**config.mk**
```make
export PLATFORM = sky130hd
export DESIGN_NAME = blt_fifo
export DESIGN_NICKNAME = d
export VERILOG_FILES = /design/src/rtl/blt_pkg.sv /design/src/rtl/blt_fifo.sv
export SDC_FILE = /design/constraint.sdc
export NUM_CORES = 1
export LEC_CHECK = 0
export BUFFER_PORTS_ARGS = -buffer_cell sky130_fd_sc_hd__buf_4
export CELL_PAD_IN_SITES_DETAIL_PLACEMENT = 1
export CELL_PAD_IN_SITES_GLOBAL_PLACEMENT = 1
export CORE_ASPECT_RATIO = 1.2
export CORE_UTILIZATION = 48
export CTS_CLUSTER_SIZE = 40
export DETAILED_ROUTE_END_ITERATION = 10
export PLACE_DENSITY = 0.87
export SYNTH_ARGS = -nofsm -noshare
export SYNTH_HDL_FRONTEND = slang
export SYNTH_SLANG_ARGS = --single-unit
```
**constraint.sdc**
```tcl
create_clock -name clk -period 10.7 [get_ports clk]
set_input_delay 0.535 -clock clk [delete_from_list [all_inputs] [get_ports clk]]
set_output_delay 0.535 -clock clk [all_outputs]
set_load 0.1 [all_outputs]
```
**src/rtl/blt_pkg.sv**
```systemverilog
// ----------------------------------------------------------------------------
// blt_pkg
// Shared types and constants of the clipped, keyed and tinted blitter core.
// ----------------------------------------------------------------------------
package blt_pkg;

	localparam int DIM_W        = 13;
	localparam int COORD_W      = 16;
	localparam int POS_W        = 18;
	localparam int ADDR_W       = 24;
	localparam int COLOR_W      = 32;
	localparam int CFG_IDX_W    = 3;
	localparam int CFG_DATA_W   = 32;
	localparam int CH_W         = 8;
	localparam int TINT_BIT     = 1;

	localparam int DEF_MAX_SURFACE_DIM = 4096;
	localparam int DEF_QUEUE_DEPTH     = 2;

	localparam logic [DIM_W-1:0]   RST_SURF_W = 13'd320;
	localparam logic [DIM_W-1:0]   RST_SURF_H = 13'd240;
	localparam logic [COLOR_W-1:0] RST_TINT   = 32'hffff_ffff;
	localparam logic [CH_W-1:0]    CH_MASK    = 8'hff;

	localparam logic CMD_START = 1'b0;
	localparam logic CMD_PIXEL = 1'b1;

	typedef enum logic [1:0] {
		MODE_COPY = 2'd0,
		MODE_KEY  = 2'd1,
		MODE_TINT = 2'd2
	} blt_mode_e;

	typedef enum logic [CFG_IDX_W-1:0] {
		CFG_SURF_W = 3'd0,
		CFG_SURF_H = 3'd1,
		CFG_MODE   = 3'd2,
		CFG_KEY    = 3'd3,
		CFG_TINT   = 3'd4
	} blt_cfg_e;

	// classified pixel handed from front to back
	typedef struct packed {
		logic               excess;
		logic               on_surf;
		logic               last;
		logic [DIM_W-1:0]   col_x;
		logic [ADDR_W-1:0]  row_base;
		logic [COLOR_W-1:0] src;
	} blt_pix_t;

endpackage

```
**src/rtl/blt_fifo.sv**
```systemverilog
// ----------------------------------------------------------------------------
// blt_fifo
// Short queue of classified pixels between front and back end.
// ----------------------------------------------------------------------------
module blt_fifo
	import blt_pkg::*;
#(
	parameter int DEPTH = DEF_QUEUE_DEPTH
) (
	input  logic     clk,
	input  logic     arst_n,
	input  logic     push,
	input  blt_pix_t push_item,
	input  logic     pop,
	output blt_pix_t pop_item,
	output logic     full,
	output logic     empty
);

	localparam int PTR_W = (DEPTH > 1) ? $clog2(DEPTH) : 1;
	localparam int CNT_W = $clog2(DEPTH + 1);

	blt_pix_t           mem_q [DEPTH];
	logic [PTR_W-1:0]   wr_ptr_q;
	logic [PTR_W-1:0]   rd_ptr_q;
	logic [CNT_W-1:0]   count_q;
	logic               do_push;
	logic               do_pop;

	assign full     = (count_q == CNT_W'(DEPTH));
	assign empty    = (count_q == '0);
	assign do_push  = push && !full;
	assign do_pop   = pop && !empty;
	assign pop_item = mem_q[rd_ptr_q];

	always_ff @(posedge clk) begin
		if (do_push) begin
			mem_q[wr_ptr_q] <= push_item;
		end
	end

	always_ff @(posedge clk or negedge arst_n) begin
		if (!arst_n) begin
			wr_ptr_q <= '0;
			rd_ptr_q <= '0;
			count_q  <= '0;
		end else begin
			if (do_push) begin
				wr_ptr_q <= (wr_ptr_q == PTR_W'(DEPTH - 1)) ? '0 : wr_ptr_q + PTR_W'(1);
			end
			if (do_pop) begin
				rd_ptr_q <= (rd_ptr_q == PTR_W'(DEPTH - 1)) ? '0 : rd_ptr_q + PTR_W'(1);
			end
			if (do_push && !do_pop) begin
				count_q <= count_q + CNT_W'(1);
			end else if (do_pop && !do_push) begin
				count_q <= count_q - CNT_W'(1);
			end
		end
	end

endmodule

```
==> impl_metrics.yaml, run 1 <==
synth:
  ys_ff_latch: 148
  synth_cell_types: 15
  yosysSeqAreaShare: 0.771
  synth.avg_cell_area_um2: 23.6
  synthCells: 243
  yosys_warnings: 0
  synth_nets: 320
  synth_area_mm2: 0.00574
sta:
  period_needed_ns: 3.18
  grt_setup_unrepaired: "no"
  period_share: 0.297
  final-setup-viol-count: 0
  finalHoldViolations: 0
  finalClockSkew_ns: 0.00522
  worst-slew-pin-transition_ns: 1.06
  clock.fmax_ghz: 0.315
  fin_setup_tns_ns: 0
  slew_headroom: 0.290
  drv_slew: 0
finish:
  area_growth_pct: 32.1
  final_common_cell: "buf_4"
  layout_common_cells: "buf_4, edfxtp_1, mux2_4, clkbuf_16, bufinv_16"
  drive_above_1_share: 0.609
  n_antenna_cell: 0
  nNetsFinal: 483
  fillers: 1002
setup_path:
  cpMostUsedCell: "buf_4"
  crit_type: "register to primary output"
  cp-end-kind: "primary output"
  cp_max_fo: 53
  max_stage_delay_ns: 0.80
  cpMaxStageDelayCell: "buf_4"
  worstRegToRegCells: 4
  worstPathArrival_ns: 2.64
  start_kind: "register"
  worstPathCellList: "buf_4, mux2_2, buf_4"
  crit_required_ns: 10.17
detailed_routing:
  dr.pass1.iters: 4
  vias: 2811
  wl_per_cell_um: 19.5
  ant_nets: 0
  wl_um: 11200
  dr.first_iter.drc_count: 90
  drc: 0
  via_per_inst: 4.88
grt:
  gr-usage-all-layers: 0.190
  grt_max_degree: 73
  antenna_found_initial: 0
  grt_pass1_wl_um: 16500
  overflow: 0
  grt_pass1_vias: 3085
floorplanning:
  die_h_um: 122
  rows: 43
  die_area_mm2: 0.0124
  io_pins: 150
  core_mm2: 0.0116
  initial_core_util: 0.494
  chipWidth_um: 102
placement:
  place.port_buffers: 149
  gp_congestion: 0.698
  dp_hpwl_um: 7440
clock_network:
  clock-sinks: 148
  insertion_delay_ns: 0.41
  clockBufferDepth: 2
  cts_setup_buffers: 0
  path_clk_slew_ns: 0.06
  htreeDepth: 4
  tritoncts: "done"
  cts_buffers: 17
  clockRootBuffer: "clkbuf_16"
min_path:
  hp-class: "input pin to register"
  hold-path-cell-count: 1
job:
  drv_cap: 0
run_status:
  status: "completed"
[state kept, by name (all words and copies together), names as in the netlist]
name	cells
rd_ptr_q	1
mem_q	144
wr_ptr_q	1
count_q	2
[path summary, 6_finish.rpt]
check                      slack, ns                     end                    from
max in group asynchronous      10.12    rd_ptr_q$_DFFE_PN0P_                  arst_n
hold reg to reg                 0.55  count_q[1]$_DFFE_PN0P_  count_q[1]$_DFFE_PN0P_
hold / removal                  0.31   mem_q[0][6]$_DFFE_PP_            push_item[6]
setup / recovery                7.52            pop_item[54]    rd_ptr_q$_DFFE_PN0P_
min in group asynchronous       0.46    rd_ptr_q$_DFFE_PN0P_                  arst_n
setup reg to reg                8.11  mem_q[0][47]$_DFFE_PP_  count_q[0]$_DFFE_PN0P_
[kinds of logic after synthesis]
group / after synthesis / share of synthesized area
fa+ha+maj: 1 / 0.00218
xor+xnor: 5 / 0.00763
compound gates: 1 / 0.000871
simple gates: 6 / 0.00479
flops: 148 / 0.771
mux: 72 / 0.186
buf+inv: 10 / 0.0277
[synthesized netlist by cell type, drive strengths merged]
cell type    n  share of area
dfrtp        4          0.017
edfxtp     144           0.75
ha           1         0.0022
mux2        72           0.19
nand2b       1         0.0011
o21ai        1        0.00087
nor2         3         0.0020
nand2        1        0.00065
inv          2         0.0013
buf          8          0.026
xor2         2         0.0031
xnor2        3         0.0046
and3         1         0.0011
[worst max-delay path: cells and delay by family, from the launching register on]
| family | cells | cell delay (ns) |
|---|---|---|
| buf+inv | 2 | 1.03 |
| flops | 1 | 0.68 |
| mux | 1 | 0.43 |
[layout make-up]
class | instances | area, µm² | area share
clock buffer | 19 | 433 | 0.0571
timing repair buffer | 152 | 1140 | 0.151
inverter | 2 | 7.51 | 0.000990
clock inverter | 13 | 204 | 0.0269
multi-input combinational | 85 | 1170 | 0.154
tap | 157 | 196 | 0.0259
sequential | 148 | 4430 | 0.584
[metrics by stage]
step                      cell area (µm²)  std cells  utilization  hold WS (ns)  setup slack (ns)
after CTS                            7580        576        0.653         0.289              7.49
after detailed placement             6940        543        0.597         0.338              7.94
after global placement               6940        543        0.597         0.337              7.99
final                                7580        576        0.653         0.307              7.52
after floorplan                      5740        243            -         0.239              6.55
after global routing                 7580        576        0.653         0.286              7.43
[metal layers]
metal  up-vias  wire length (µm)  track usage
li1       1282                 -            -
met1      1407              4110        0.199
met2       102              6290        0.343
met3        20               565       0.0597
met4         0               278       0.0893
met5         -                 0            0
[repair_timing]
| item | in CTS | in global routing |
|---|---|---|
| hold buffers | 1 | 0 |
| endpoints found under the hold margin | 4 | 0 |
| gates resized for setup | 0 | 0 |
| endpoints found under the setup margin | 0 | 0 |
Power of run 1 is not shown: default switching activity piles up to over one toggle a cycle in this logic, so the estimate is an artifact.
==> inputs of run 2 (changes only) <==
--- a/config.mk
+++ b/config.mk
@@ -9,10 +9,10 @@
 export CELL_PAD_IN_SITES_DETAIL_PLACEMENT = 1
 export CELL_PAD_IN_SITES_GLOBAL_PLACEMENT = 1
 export CORE_ASPECT_RATIO = 1.2
-export CORE_UTILIZATION = 48
+export CORE_UTILIZATION = 40
 export CTS_CLUSTER_SIZE = 40
 export DETAILED_ROUTE_END_ITERATION = 10
-export PLACE_DENSITY = 0.87
+export PLACE_DENSITY = 0.78
 export SYNTH_ARGS = -nofsm -noshare
 export SYNTH_HDL_FRONTEND = slang
 export SYNTH_SLANG_ARGS = --single-unit
==> constraint.sdc (replaced) <==
create_clock -name clk -period 2.6 [get_ports clk]
set_input_delay 0.13 -clock clk [delete_from_list [all_inputs] [get_ports clk]]
set_output_delay 0.13 -clock clk [all_outputs]
set_load 0.1 [all_outputs]
==> run 2 against run 1 <==
  * The run now ends with DRC left
  * Die area up 20%
  * Core utilization is 5.0 points lower
  * Clock skew rose by 0.0020 ns
  * Routed wire length grew 8.9%
  * Hold slack got worse by 0.21 ns
  * Clock-buffer cell count stayed put
  * Final area up 10%
  * Flip-flop and latch count stayed put
  * Critical path depth stayed put
  * Worst setup slack worse by 7.1 ns
  * Global-route usage shrank 2.3 points
  * Highest routed layer unchanged
==> impl_metrics.yaml, run 2 (synthesis results as in run 1) <==
clock_network:
  cts_setup_buffers: 0
  clockRootBuffer: "clkbuf_16"
  htreeDepth: 4
  post_cts_resized: 0
  tritoncts: "done"
  clock-sinks: 148
  clockBufferDepth: 2
  cts_buffers: 17
  ctsHoldBuffers: 73
  path_clk_slew_ns: 0.06
  insertion_delay_ns: 0.40
run_status:
  violations: "DRC"
  status: "finished with violations"
grt:
  grt_pass1_wl_um: 18300
  grt_use_met1: 0.180
  grt_pass1_vias: 3402
  overflow: 0
  top_usage_layer: "met2"
  grt_max_degree: 44
  gr-usage-all-layers: 0.167
  antenna_found_initial: 1
  met3_usage: 0.0396
  grt_use_met2: 0.315
finish:
  regMostFlops: "mem_q"
  drive_above_1_share: 0.518
  multiInputGateArea_mm2: 0.00117
  final_common_cell: "buf_4"
  layout_common_cells: "buf_4, edfxtp_1, dlygate4sd3_1, mux2_4, clkbuf_16"
  largest_reg_flops: 144
  postLayoutCoreUtil: 0.603
  final_cell_count_no_fill: 664
  nNetsFinal: 558
  seq_area_mm2: 0.00443
  top_regs: "mem_q (144), count_q (2)"
  fillers: 1222
  area_growth_pct: 45.7
setup_path:
  cp-end-kind: "primary output"
  start_kind: "register"
  cp_max_fo: 26
  worstRegToRegCells: 3
  worstPathArrival_ns: 2.07
  r2r_start: "count_q[0]$_DFFE_PN0P_"
  crit_start: "rd_ptr_q$_DFFE_PN0P_"
  crit_type: "register to primary output"
  crit_required_ns: 2.47
sta:
  drv_slew: 0
  period_share: 0.848
  grt_setup_unrepaired: "no"
  finalHoldViolations: 0
  fin_setup_tns_ns: 0
  slew_headroom: 0.608
  clock.fmax_ghz: 0.454
  finalClockSkew_ns: 0.00727
  period_needed_ns: 2.20
  worst-slew-pin-transition_ns: 0.589
  final-setup-viol-count: 0
job:
  drv_cap: 0
min_path:
  hp-class: "input pin to async pin"
floorplanning:
  initial_core_util: 0.414
  die_h_um: 133
  core_mm2: 0.0139
  die_area_mm2: 0.0148
  rows: 47
  chipWidth_um: 111
  io_pins: 150
placement:
  gp_congestion: 0.667
  dpl.cell_count: 560
  dp_hpwl_um: 7130
  place.port_buffers: 149
detailed_routing:
  vias: 3079
  dr.pass1.iters: 7
  wl_um: 12200
  dr.first_iter.drc_count: 125
  ant_nets: 0
  wl_per_cell_um: 18.4
  via_per_inst: 4.64
  drc: 28
-- run 2: path summary, 6_finish.rpt --
kind / endpoint / slack [ns]
worst max register to register: mem_q[1][38]$_DFFE_PP_ / 0.74
max in group asynchronous: rd_ptr_q$_DFFE_PN0P_ / 2.38
min in group clk: wr_ptr_q$_DFFE_PN0P_ / 0.12
worst min register to register: count_q[1]$_DFFE_PN0P_ / 0.54
worst min-delay path: count_q[1]$_DFFE_PN0P_ / 0.1
worst max-delay path: pop_item[50] / 0.40
-- run 2: worst max-delay path, cell delays in order, from the launching register on --
cell and delay (ns):
dfrtp_4 0.76, buf_12 0.29, mux2_2 0.36, buf_4 0.23
-- run 2: cell type report --
type | instances | share of cell area
sequential | 148 | 0.529
timing repair buffer | 227 | 0.230
multi-input combinational | 85 | 0.140
clock buffer | 19 | 0.0518
tap | 171 | 0.0256
clock inverter | 11 | 0.0220
inverter | 2 | 0.000898
antenna | 1 | 0.000299
-- run 2: layer usage --
| metal | part of all wire | wire (µm) | up-vias |
|---|---|---|---|
| met2 | 0.56 | 6840 | 102 |
| met4 | 0.014 | 170 | 0 |
| met3 | 0.042 | 512 | 13 |
| met1 | 0.39 | 4730 | 1532 |
| li1 | - | - | 1432 |
| met5 | 0 | 0 | - |
-- run 2: through the flow --
stage / cell area, µm² / worst slack (ns) / hold WS [ns]
after floorplan: 5750 / 0.443 / -0.166
after global placement: 7010 / 0.823 / -0.0712
after detailed placement: 7010 / 0.792 / -0.0672
after CTS: 8360 / 0.368 / 0.0449
after global routing: 8360 / 0.334 / 0.0837
final: 8360 / 0.396 / 0.0956
Power of run 2 is left out for the same reason.
